==> src/sv/hfe_tbe_pkg.sv <==
// Package for the HFE track bit-cell extractor.
// Holds the shared widths, register indexes, v3 opcodes and the command type
// that the front end hands to the back end. Depends on nothing.
`default_nettype none

package hfe_tbe_pkg;

    // Default interleave geometry of an HFE track.
    localparam int DEFAULT_BLOCK_BYTES      = 512;
    localparam int DEFAULT_HALF_BLOCK_BYTES = 256;

    // Field widths.
    localparam int BYTE_W  = 8;
    localparam int COUNT_W = 4;
    localparam int CELLS_PER_BYTE = 8;

    // Configuration register indexes.
    localparam int CFG_ADDR_W = 1;
    localparam logic [CFG_ADDR_W-1:0] REG_FORMAT_V3   = 1'b0;
    localparam logic [CFG_ADDR_W-1:0] REG_SIDE_SELECT = 1'b1;

    // v3 opcodes, as seen after bit reversal.
    localparam logic [BYTE_W-1:0] OP_NOP     = 8'hF0;
    localparam logic [BYTE_W-1:0] OP_INDEX   = 8'hF1;
    localparam logic [BYTE_W-1:0] OP_BITRATE = 8'hF2;
    localparam logic [BYTE_W-1:0] OP_SKIP    = 8'hF3;
    localparam logic [BYTE_W-1:0] OP_RAND    = 8'hF4;

    // Command queue depth.
    localparam int QUEUE_DEPTH = 4;
    localparam int QUEUE_PTR_W = $clog2(QUEUE_DEPTH);
    localparam int QUEUE_CNT_W = $clog2(QUEUE_DEPTH + 1);

    // One unit of work for the back end. For a data command value is the raw
    // byte; for a run command value is the run length in cells (never zero).
    typedef struct packed {
        logic              is_run;
        logic              weak_run;
        logic [BYTE_W-1:0] value;
    } hfe_tbe_cmd_t;

endpackage

`default_nettype wire

==> src/sv/hfe_tbe_front.sv <==
// Front end of the HFE track bit-cell extractor: side selection, position
// counting, v3 opcode parsing and the configuration registers.
// Depends on hfe_tbe_pkg.
`default_nettype none

module hfe_tbe_front
    import hfe_tbe_pkg::*;
#(
    parameter int BLOCK_BYTES      = DEFAULT_BLOCK_BYTES,
    parameter int HALF_BLOCK_BYTES = DEFAULT_HALF_BLOCK_BYTES
)
(
    input  wire logic                  clk,
    input  wire logic                  rst_n,
    input  wire logic                  cfg_we,
    input  wire logic [CFG_ADDR_W-1:0] cfg_addr,
    input  wire logic                  cfg_wdata,
    input  wire logic                  in_valid,
    output      logic                  in_ready,
    input  wire logic [BYTE_W-1:0]     track_byte,
    input  wire logic                  track_end,
    output      logic                  cmd_push,
    output      hfe_tbe_cmd_t          cmd,
    input  wire logic                  queue_full
);

    localparam int POS_W = $clog2(BLOCK_BYTES);

    localparam logic [1:0] MODE_IDLE     = 2'd0;
    localparam logic [1:0] MODE_RATE_TWO = 2'd1;
    localparam logic [1:0] MODE_RATE_ONE = 2'd2;
    localparam logic [1:0] MODE_COUNT    = 2'd3;

    logic             format_v3_reg;
    logic             side_select_reg;
    logic [POS_W-1:0] pos_reg;
    logic [POS_W-1:0] pos_next;
    logic [1:0]       mode_reg;
    logic [1:0]       mode_next;
    logic             pending_weak_reg;
    logic             pending_weak_next;

    logic              accept;
    logic              kept;
    logic [31:0]       pos_wide;
    logic [BYTE_W-1:0] rev_byte;

    function automatic logic [BYTE_W-1:0] reverse_byte(input logic [BYTE_W-1:0] v);
        logic [BYTE_W-1:0] r;
        for (int i = 0; i < BYTE_W; i++)
        begin
            r[i] = v[BYTE_W-1-i];
        end
        return r;
    endfunction

    assign in_ready = !queue_full;
    assign accept   = in_valid && in_ready;
    assign pos_wide = 32'(pos_reg);
    assign kept     = side_select_reg ? (pos_wide >= 32'(HALF_BLOCK_BYTES))
                                      : (pos_wide <  32'(HALF_BLOCK_BYTES));
    assign rev_byte = reverse_byte(track_byte);

    always_comb
    begin
        mode_next         = mode_reg;
        pending_weak_next = pending_weak_reg;
        cmd_push          = 1'b0;
        cmd.is_run        = 1'b0;
        cmd.weak_run      = 1'b0;
        cmd.value         = track_byte;

        if (kept)
        begin
            if (!format_v3_reg)
            begin
                cmd_push = 1'b1;
            end
            else
            begin
                case (mode_reg)
                    MODE_RATE_TWO:
                    begin
                        mode_next = MODE_RATE_ONE;
                    end
                    MODE_RATE_ONE:
                    begin
                        mode_next = MODE_IDLE;
                    end
                    MODE_COUNT:
                    begin
                        mode_next         = MODE_IDLE;
                        pending_weak_next = 1'b0;
                        cmd.is_run        = 1'b1;
                        cmd.weak_run      = pending_weak_reg;
                        cmd.value         = rev_byte;
                        // A zero-length run yields nothing.
                        cmd_push          = (rev_byte != '0);
                    end
                    default:
                    begin
                        mode_next = MODE_IDLE;
                        if (rev_byte == OP_NOP || rev_byte == OP_INDEX)
                        begin
                            cmd_push = 1'b0;
                        end
                        else if (rev_byte == OP_BITRATE)
                        begin
                            mode_next = MODE_RATE_TWO;
                        end
                        else if (rev_byte == OP_SKIP)
                        begin
                            mode_next         = MODE_COUNT;
                            pending_weak_next = 1'b0;
                        end
                        else if (rev_byte == OP_RAND)
                        begin
                            mode_next         = MODE_COUNT;
                            pending_weak_next = 1'b1;
                        end
                        else
                        begin
                            cmd_push = 1'b1;
                        end
                    end
                endcase
            end
        end

        if (pos_reg == POS_W'(BLOCK_BYTES - 1))
        begin
            pos_next = '0;
        end
        else
        begin
            pos_next = pos_reg + POS_W'(1);
        end

        // The end of a track restarts the block and drops any open opcode.
        if (track_end)
        begin
            pos_next          = '0;
            mode_next         = MODE_IDLE;
            pending_weak_next = 1'b0;
        end

        if (!accept)
        begin
            cmd_push = 1'b0;
        end
    end

    always_ff @(posedge clk or negedge rst_n)
    begin
        if (!rst_n)
        begin
            format_v3_reg    <= 1'b1;
            side_select_reg  <= 1'b0;
            pos_reg          <= '0;
            mode_reg         <= MODE_IDLE;
            pending_weak_reg <= 1'b0;
        end
        else
        begin
            if (cfg_we && cfg_addr == REG_FORMAT_V3)
            begin
                format_v3_reg <= cfg_wdata;
            end
            if (cfg_we && cfg_addr == REG_SIDE_SELECT)
            begin
                side_select_reg <= cfg_wdata;
            end
            if (accept)
            begin
                pos_reg          <= pos_next;
                mode_reg         <= mode_next;
                pending_weak_reg <= pending_weak_next;
            end
        end
    end

endmodule

`default_nettype wire

==> src/sv/hfe_tbe_queue.sv <==
// Small command queue between the front and back ends of the extractor.
// Depends on hfe_tbe_pkg.
`default_nettype none

module hfe_tbe_queue
    import hfe_tbe_pkg::*;
(
    input  wire logic         clk,
    input  wire logic         rst_n,
    input  wire logic         push,
    input  wire hfe_tbe_cmd_t push_cmd,
    output      logic         full,
    input  wire logic         pop,
    output      logic         pop_valid,
    output      hfe_tbe_cmd_t pop_cmd
);

    hfe_tbe_cmd_t           entry_reg [QUEUE_DEPTH];
    logic [QUEUE_PTR_W-1:0] wr_ptr_reg;
    logic [QUEUE_PTR_W-1:0] rd_ptr_reg;
    logic [QUEUE_CNT_W-1:0] count_reg;
    logic [QUEUE_CNT_W-1:0] count_next;
    logic                   do_push;
    logic                   do_pop;

    assign full      = (count_reg == QUEUE_CNT_W'(QUEUE_DEPTH));
    assign pop_valid = (count_reg != '0);
    assign pop_cmd   = entry_reg[rd_ptr_reg];
    assign do_push   = push && !full;
    assign do_pop    = pop && pop_valid;

    always_comb
    begin
        count_next = count_reg;
        if (do_push && !do_pop)
        begin
            count_next = count_reg + QUEUE_CNT_W'(1);
        end
        else if (do_pop && !do_push)
        begin
            count_next = count_reg - QUEUE_CNT_W'(1);
        end
    end

    always_ff @(posedge clk)
    begin
        if (do_push)
        begin
            entry_reg[wr_ptr_reg] <= push_cmd;
        end
    end

    always_ff @(posedge clk or negedge rst_n)
    begin
        if (!rst_n)
        begin
            wr_ptr_reg <= '0;
            rd_ptr_reg <= '0;
            count_reg  <= '0;
        end
        else
        begin
            if (do_push)
            begin
                wr_ptr_reg <= wr_ptr_reg + QUEUE_PTR_W'(1);
            end
            if (do_pop)
            begin
                rd_ptr_reg <= rd_ptr_reg + QUEUE_PTR_W'(1);
            end
            count_reg <= count_next;
        end
    end

endmodule

`default_nettype wire

==> src/sv/hfe_tbe_back.sv <==
// Back end of the extractor: turns queued commands into groups of cells,
// splitting zero runs into chunks of up to eight, behind an output register.
// Depends on hfe_tbe_pkg.
`default_nettype none

module hfe_tbe_back
    import hfe_tbe_pkg::*;
(
    input  wire logic               clk,
    input  wire logic               rst_n,
    input  wire logic               cmd_valid,
    input  wire hfe_tbe_cmd_t       cmd,
    output      logic               cmd_pop,
    output      logic               out_valid,
    input  wire logic               out_ready,
    output      logic [BYTE_W-1:0]  cell_bits,
    output      logic [COUNT_W-1:0] cell_count,
    output      logic               weak_cells,
    output      logic               run_last
);

    logic               valid_reg;
    logic               valid_next;
    logic [BYTE_W-1:0]  bits_reg;
    logic [BYTE_W-1:0]  bits_next;
    logic [COUNT_W-1:0] count_reg;
    logic [COUNT_W-1:0] count_next;
    logic               weak_reg;
    logic               weak_next;
    logic               last_reg;
    logic               last_next;
    logic [BYTE_W-1:0]  rem_reg;
    logic [BYTE_W-1:0]  rem_next;
    logic               run_weak_reg;
    logic               run_weak_next;

    logic               out_free;
    logic               run_start;
    logic [BYTE_W-1:0]  run_src;
    logic [COUNT_W-1:0] chunk;

    assign out_free  = !valid_reg || out_ready;
    assign run_start = (rem_reg == '0) && cmd_valid && cmd.is_run;
    assign run_src   = (rem_reg != '0) ? rem_reg : cmd.value;
    assign chunk     = (run_src > BYTE_W'(CELLS_PER_BYTE)) ? COUNT_W'(CELLS_PER_BYTE)
                                                           : run_src[COUNT_W-1:0];

    always_comb
    begin
        valid_next    = valid_reg;
        bits_next     = bits_reg;
        count_next    = count_reg;
        weak_next     = weak_reg;
        last_next     = last_reg;
        rem_next      = rem_reg;
        run_weak_next = run_weak_reg;
        cmd_pop       = 1'b0;

        if (out_free)
        begin
            if (rem_reg != '0 || run_start)
            begin
                // Next chunk of a zero run, possibly its first.
                cmd_pop       = run_start;
                valid_next    = 1'b1;
                bits_next     = '0;
                count_next    = chunk;
                weak_next     = run_start ? cmd.weak_run : run_weak_reg;
                run_weak_next = weak_next;
                rem_next      = run_src - BYTE_W'(chunk);
                last_next     = (rem_next == '0);
            end
            else if (cmd_valid)
            begin
                cmd_pop    = 1'b1;
                valid_next = 1'b1;
                bits_next  = cmd.value;
                count_next = COUNT_W'(CELLS_PER_BYTE);
                weak_next  = 1'b0;
                last_next  = 1'b1;
            end
            else
            begin
                valid_next = 1'b0;
            end
        end
    end

    always_ff @(posedge clk)
    begin
        bits_reg     <= bits_next;
        count_reg    <= count_next;
        weak_reg     <= weak_next;
        last_reg     <= last_next;
        run_weak_reg <= run_weak_next;
    end

    always_ff @(posedge clk or negedge rst_n)
    begin
        if (!rst_n)
        begin
            valid_reg <= 1'b0;
            rem_reg   <= '0;
        end
        else
        begin
            valid_reg <= valid_next;
            rem_reg   <= rem_next;
        end
    end

    assign out_valid  = valid_reg;
    assign cell_bits  = bits_reg;
    assign cell_count = count_reg;
    assign weak_cells = weak_reg;
    assign run_last   = last_reg;

    // A run still being split always has its previous chunk on the output.
    assert property (@(posedge clk) disable iff (!rst_n)
        rem_reg != '0 |-> valid_reg)
        else $error("run in progress without a pending output");

    // Every group carries between one and eight cells.
    assert property (@(posedge clk) disable iff (!rst_n)
        valid_reg |-> (count_reg != '0 && count_reg <= COUNT_W'(CELLS_PER_BYTE)))
        else $error("cell count out of range");

    // A group that is not the last of its byte must leave run cells behind.
    assert property (@(posedge clk) disable iff (!rst_n)
        valid_reg && !last_reg |-> rem_reg != '0)
        else $error("non-final group with no run remaining");

    // Weak cells only come from zero runs.
    assert property (@(posedge clk) disable iff (!rst_n)
        valid_reg && weak_reg |-> bits_reg == '0)
        else $error("weak group carries data bits");

endmodule

`default_nettype wire

==> src/sv/hfe_track_bitcell_extractor.sv <==
// Top level of the HFE track bit-cell extractor.
// Instantiates the front end, the command queue and the back end.
// Depends on hfe_tbe_pkg, hfe_tbe_front, hfe_tbe_queue and hfe_tbe_back.
//
// Usage: the input stream carries the raw interleaved bytes of one HFE track,
// one byte per item, with tlast marking the final byte of the track. The
// output stream carries groups of bit cells: tdata holds the cells (earliest
// cell in bit 0) and the number of valid cells, tuser flags cells of a weak
// (random) run, and tlast marks the last group caused by one input byte.
// Bytes of the other disk side and v3 opcodes give no output at all.
//
// An accepted byte passes through the command queue and then the output
// register before its first group appears. Data bytes flow at one per cycle
// while the receiver takes every group; a zero run of L cells occupies the
// back end for ceil(L/8) groups. A four-entry command queue lets the front end
// keep accepting bytes meanwhile; the input stalls only when that queue is full.
//
// Reset clears the position counter, the opcode parser, the queue and the
// output register, and sets the format to v3 and the side to side 0. When the
// receiver stalls, the output register holds its group, the back end stops,
// and the queue fills up before tready drops. Configuration is written through
// cfg_we/cfg_addr/cfg_wdata, by the user only while no item is in flight; the block does not enforce this.
`default_nettype none

module hfe_track_bitcell_extractor
    import hfe_tbe_pkg::*;
#(
    parameter int BLOCK_BYTES      = DEFAULT_BLOCK_BYTES,
    parameter int HALF_BLOCK_BYTES = DEFAULT_HALF_BLOCK_BYTES
)
(
    input  wire logic                  clk,
    input  wire logic                  rst_n,
    // Configuration: index 0 is format_v3, index 1 is side_select.
    input  wire logic                  cfg_we,
    input  wire logic [CFG_ADDR_W-1:0] cfg_addr,
    input  wire logic                  cfg_wdata,
    // Input stream.
    input  wire logic                  s_axis_tvalid,
    output      logic                  s_axis_tready,
    input  wire logic [7:0]            s_axis_tdata,   // [7:0] track_byte
    input  wire logic                  s_axis_tlast,   // track_end
    // Output stream.
    output      logic                  m_axis_tvalid,
    input  wire logic                  m_axis_tready,
    output      logic [15:0]           m_axis_tdata,   // [7:0] cell_bits, [11:8] cell_count
    output      logic                  m_axis_tuser,   // weak_cells
    output      logic                  m_axis_tlast    // run_last
);

    logic               cmd_push;
    hfe_tbe_cmd_t       push_cmd;
    logic               queue_full;
    logic               cmd_pop;
    logic               cmd_valid;
    hfe_tbe_cmd_t       pop_cmd;
    logic [BYTE_W-1:0]  cell_bits;
    logic [COUNT_W-1:0] cell_count;

    hfe_tbe_front #(
        .BLOCK_BYTES      (BLOCK_BYTES),
        .HALF_BLOCK_BYTES (HALF_BLOCK_BYTES)
    ) u_front (
        .clk        (clk),
        .rst_n      (rst_n),
        .cfg_we     (cfg_we),
        .cfg_addr   (cfg_addr),
        .cfg_wdata  (cfg_wdata),
        .in_valid   (s_axis_tvalid),
        .in_ready   (s_axis_tready),
        .track_byte (s_axis_tdata),
        .track_end  (s_axis_tlast),
        .cmd_push   (cmd_push),
        .cmd        (push_cmd),
        .queue_full (queue_full)
    );

    hfe_tbe_queue u_queue (
        .clk       (clk),
        .rst_n     (rst_n),
        .push      (cmd_push),
        .push_cmd  (push_cmd),
        .full      (queue_full),
        .pop       (cmd_pop),
        .pop_valid (cmd_valid),
        .pop_cmd   (pop_cmd)
    );

    hfe_tbe_back u_back (
        .clk        (clk),
        .rst_n      (rst_n),
        .cmd_valid  (cmd_valid),
        .cmd        (pop_cmd),
        .cmd_pop    (cmd_pop),
        .out_valid  (m_axis_tvalid),
        .out_ready  (m_axis_tready),
        .cell_bits  (cell_bits),
        .cell_count (cell_count),
        .weak_cells (m_axis_tuser),
        .run_last   (m_axis_tlast)
    );

    assign m_axis_tdata = {4'b0000, cell_count, cell_bits};

endmodule

`default_nettype wire

==> config.mk <==
export PLATFORM = sky130hd
export DESIGN_NAME = hfe_track_bitcell_extractor
export DESIGN_NICKNAME = d
export VERILOG_FILES = /design/src/sv/hfe_tbe_pkg.sv /design/src/sv/hfe_tbe_front.sv /design/src/sv/hfe_tbe_queue.sv /design/src/sv/hfe_tbe_back.sv /design/src/sv/hfe_track_bitcell_extractor.sv
export SDC_FILE = /design/constraint.sdc
export NUM_CORES = 1
export LEC_CHECK = 0
export ABC_AREA = 1
export BUFFER_PORTS_ARGS = -buffer_cell sky130_fd_sc_hd__clkbuf_2
export CORE_MARGIN = 5
export CORE_UTILIZATION = 50
export DETAILED_ROUTE_END_ITERATION = 16
export GPL_ROUTABILITY_DRIVEN = 0
export PLACE_DENSITY_LB_ADDON = 0.15
export SYNTH_ARGS = -nofsm -noshare
export SYNTH_HDL_FRONTEND = slang
export SYNTH_SLANG_ARGS = --single-unit
==> constraint.sdc <==
create_clock -name clk -period 5.5 [get_ports clk]
set_input_delay 0.825 -clock clk [delete_from_list [all_inputs] [get_ports clk]]
set_output_delay 0.825 -clock clk [all_outputs]
set_load 0.005 [all_outputs]
==> results.tsv <==
metric	value	unit
Hold Path Depth	2	
fillcell total	785	
largest net degree at the start of global routing	49	
clk slew on worst S/H paths	90	ps
unrepaired setup endpoints after global routing	no	
clock latency on the worst-skew pair	360	ps
Pre-Repair DR Iteration Count	5	
Core Area	8760	sq um
Tcrit/Tclk final	55.1	%
io pins	36	
FP Rows	34	
slowest cell delay on critical path	420	ps
Worst Skew	11.6	ps
initial DRC count	122	
Static Leak	2.26	nW
Residual DRC	0	
die area	11100	sq um
critical path type	in -> reg	
Final Hold Fails	0	
register area share after synthesis	53.0	%
final net count	571	
top cells by area, synth	edfxtp_1 36%, dfrtp_1 16%, nand2_1 9.1%	
final count of pins violating max slew	0	
drt total wl	8.69	mm
fin crit period	3030	ps
Setup crit end kind	flip-flop	
Setup Fix Bufs, Post-CTS	0	
slew of the pin with the lowest slew margin	863	ps
hold_sp	u_back.rem_reg[7]$_DFFE_PN0P_	
routed vias/inst	5.06	
Rel. slew slack	42.3	%
initial antenna violation count	0	
crit-path leading delay family	simple AND/OR/NAND/NOR gates	
CTS buffer count	9	
WP data required	5740	ps
via count	3309	
Sink Count	85	
setup_tns	0	ps
Max clock buf depth	2	
DP HPWL	6.55	mm
CP dominant cell by count	inv_1	
Synth Cell Area	4530	sq um
number of flip-flops in the largest register	40	
FFs w/ async S/R, synth	35.3	%
outcome	finished clean	
Total Routing Usage GR	16.6	%
number of routed nets with antenna violations	0	
Setup violations, final	0	
r2r setup slk	2620	ps
number of synthesized register bits	85	
Peak VDD IR	0.179	mV
max cap viols	0	
synthesized instance count	511	
hold_buf cts	0	
Power Density	420	nW/um^2
Root Driver	clkbuf_8	
cells on worst reg2reg path	18	
CP arrival	3270	ps
Crit-path slowest cell	fa_1	
Commonest cells post-synth	110 x nand2_1, 76 x inv_1, 55 x edfxtp_1	
area leader, netlist	edfxtp_1	
share of post-route cells with drive strength above 1	15.2	%
start of the worst register-to-register path	u_queue.rd_ptr_reg[1]$_DFFE_PN0P_	
vias in the first global route	3143	
count of buffers from port buffering	31	
Synth cell types	42	
critical-path maximum fanout	7	
most frequent cell after synthesis	nand2_1	
Worst Hold End	u_back.rem_reg[7]$_DFFE_PN0P_	
antenna cells	0	
number of synthesized flops with an enable pin	55	
Hold Path Class	reg -> reg	
Yosys Warn Count	0	
crit start category	input port	
area grow syn2layout	9.05	%
Achievable Freq	0.330	GHz
Die Y	105	um
H-tree depth	3	
grt total ovfl	0	
share of the synthesized area in the top cell type	36.4	%
die width	105	um
CTS tree	built	
WL/cell	13.3	um
utilization after layout	56.4	%
crit-path cells	clkbuf_2, inv_1, nor4_2, nand2_1, nor2_1, a21oi_1, o2111ai_1, nand2_1, nand3_1, inv_1, ha_1, inv_1, fa_1, mux2_2	
Post-synth top flop	edfxtp_1	
Buf+Inv Stages, Crit Path	4	
Starting Density	51.7	%
Post-CTS Resized	0	
FF-to-FF End	u_back.run_last$_SDFFCE_PP1P_	
first-pass GRT wire length	15.1	mm
syn avg cell area	8.87	sq um
per-stage QoR:
stage | worst slack (ps) | std cells | area, sq um | hold WS [ps] | power, mW
floorplan | 2590 | 515 | 4550 | 453 | 1.49
finish | 2470 | 654 | 4940 | 502 | 2.08
global route | 2260 | 654 | 4940 | 518 | 2.25
detailed placement | 2100 | 638 | 4740 | 482 | 1.64
CTS | 2490 | 654 | 4940 | 502 | 2.09
global placement | 2270 | 638 | 4740 | 471 | 1.62
cells by family (layout without fill, tap and decap cells):
family / after synthesis / count (layout) / synth area share [%]
XOR/XNOR: 5 / 5 / 0.966
AO/OA/AOI/OAI: 83 / 83 / 10.0
flip-flops: 85 / 85 / 53.0
other: 2 / 6 / 0.166
buffers and inverters: 104 / 135 / 9.77
AND/OR/NAND/NOR: 217 / 217 / 21.8
multiplexers: 1 / 1 / 0.248
adder cells (fa/ha/maj): 14 / 14 / 4.03
how the worst max path moves through the flow:
stage / slack (ps) / from / end / cells past startpoint
2_1_floorplan: 2590 / s_axis_tdata[2] / u_queue.count_reg[1]$_DFFE_PN0P_ / 13
3_3_place_gp: 2270 / s_axis_tdata[2] / u_queue.count_reg[1]$_DFFE_PN0P_ / 14
3_5_place_dp: 2100 / s_axis_tdata[2] / u_queue.count_reg[1]$_DFFE_PN0P_ / 14
4_1_cts: 2490 / s_axis_tdata[2] / u_queue.count_reg[1]$_DFFE_PN0P_ / 14
5_1_grt: 2260 / s_axis_tdata[2] / u_queue.count_reg[1]$_DFFE_PN0P_ / 14
6_report: 2470 / s_axis_tdata[2] / u_queue.count_reg[1]$_DFFE_PN0P_ / 14
report_power, final:
part	internal, mW	switching (mW)	leakage [nW]
sequential	0.803	0.0848	0.895
clock	0.217	0.240	0.102
combinational	0.247	0.486	1.26
per-layer routing:
metal / up-vias / share of wire, % / track usage, %
met3: 16 / 4.4 / 2.81
met5: - / 0 / 0
met2: 79 / 45 / 25.7
li1: 1718 / - / -
met1: 1496 / 48 / 23.6
met4: 0 / 2.5 / 6.30
layout by cell type (no fill, tap or decap), drive strengths merged, types with 2 or more instances in the layout:
| cell type | netlist | final |
|---|---|---|
| o21ai | 39 | 39 |
| inv | 84 | 87 |
| a31oi | 3 | 3 |
| nor2 | 43 | 43 |
| ha | 13 | 13 |
| dfrtp | 29 | 29 |
| clkinv | 1 | 3 |
| edfxtp | 55 | 55 |
| a311oi | 3 | 3 |
| conb | 2 | 6 |
| nand2 | 120 | 120 |
| xnor2 | 2 | 2 |
| nor3 | 10 | 10 |
| a21oi | 33 | 33 |
| nand4 | 4 | 4 |
| nor4 | 5 | 5 |
| o2111ai | 2 | 2 |
| xor2 | 3 | 3 |
| clkbuf | 5 | 40 |
| buf | 14 | 3 |
| nand3 | 33 | 33 |
worst min-delay path, cell delays in order, from the launching register on:
cell     delay [ps]
dfrtp_1         360
nand2_1          50
o21ai_0          60
layout make-up:
cell class                      count  area (sq um)  share of cell area (%)
Sequential cell                    85          2400                    48.6
Inverter                           85           320                    6.48
Clock inverter                      7          81.3                    1.65
Timing Repair Buffer               34           178                    3.59
Tap cell                          108           135                    2.73
Multi-Input combinational cell    326          1700                    34.4
Clock buffer                        9           124                    2.51
(Power assumes the default switching activity.)
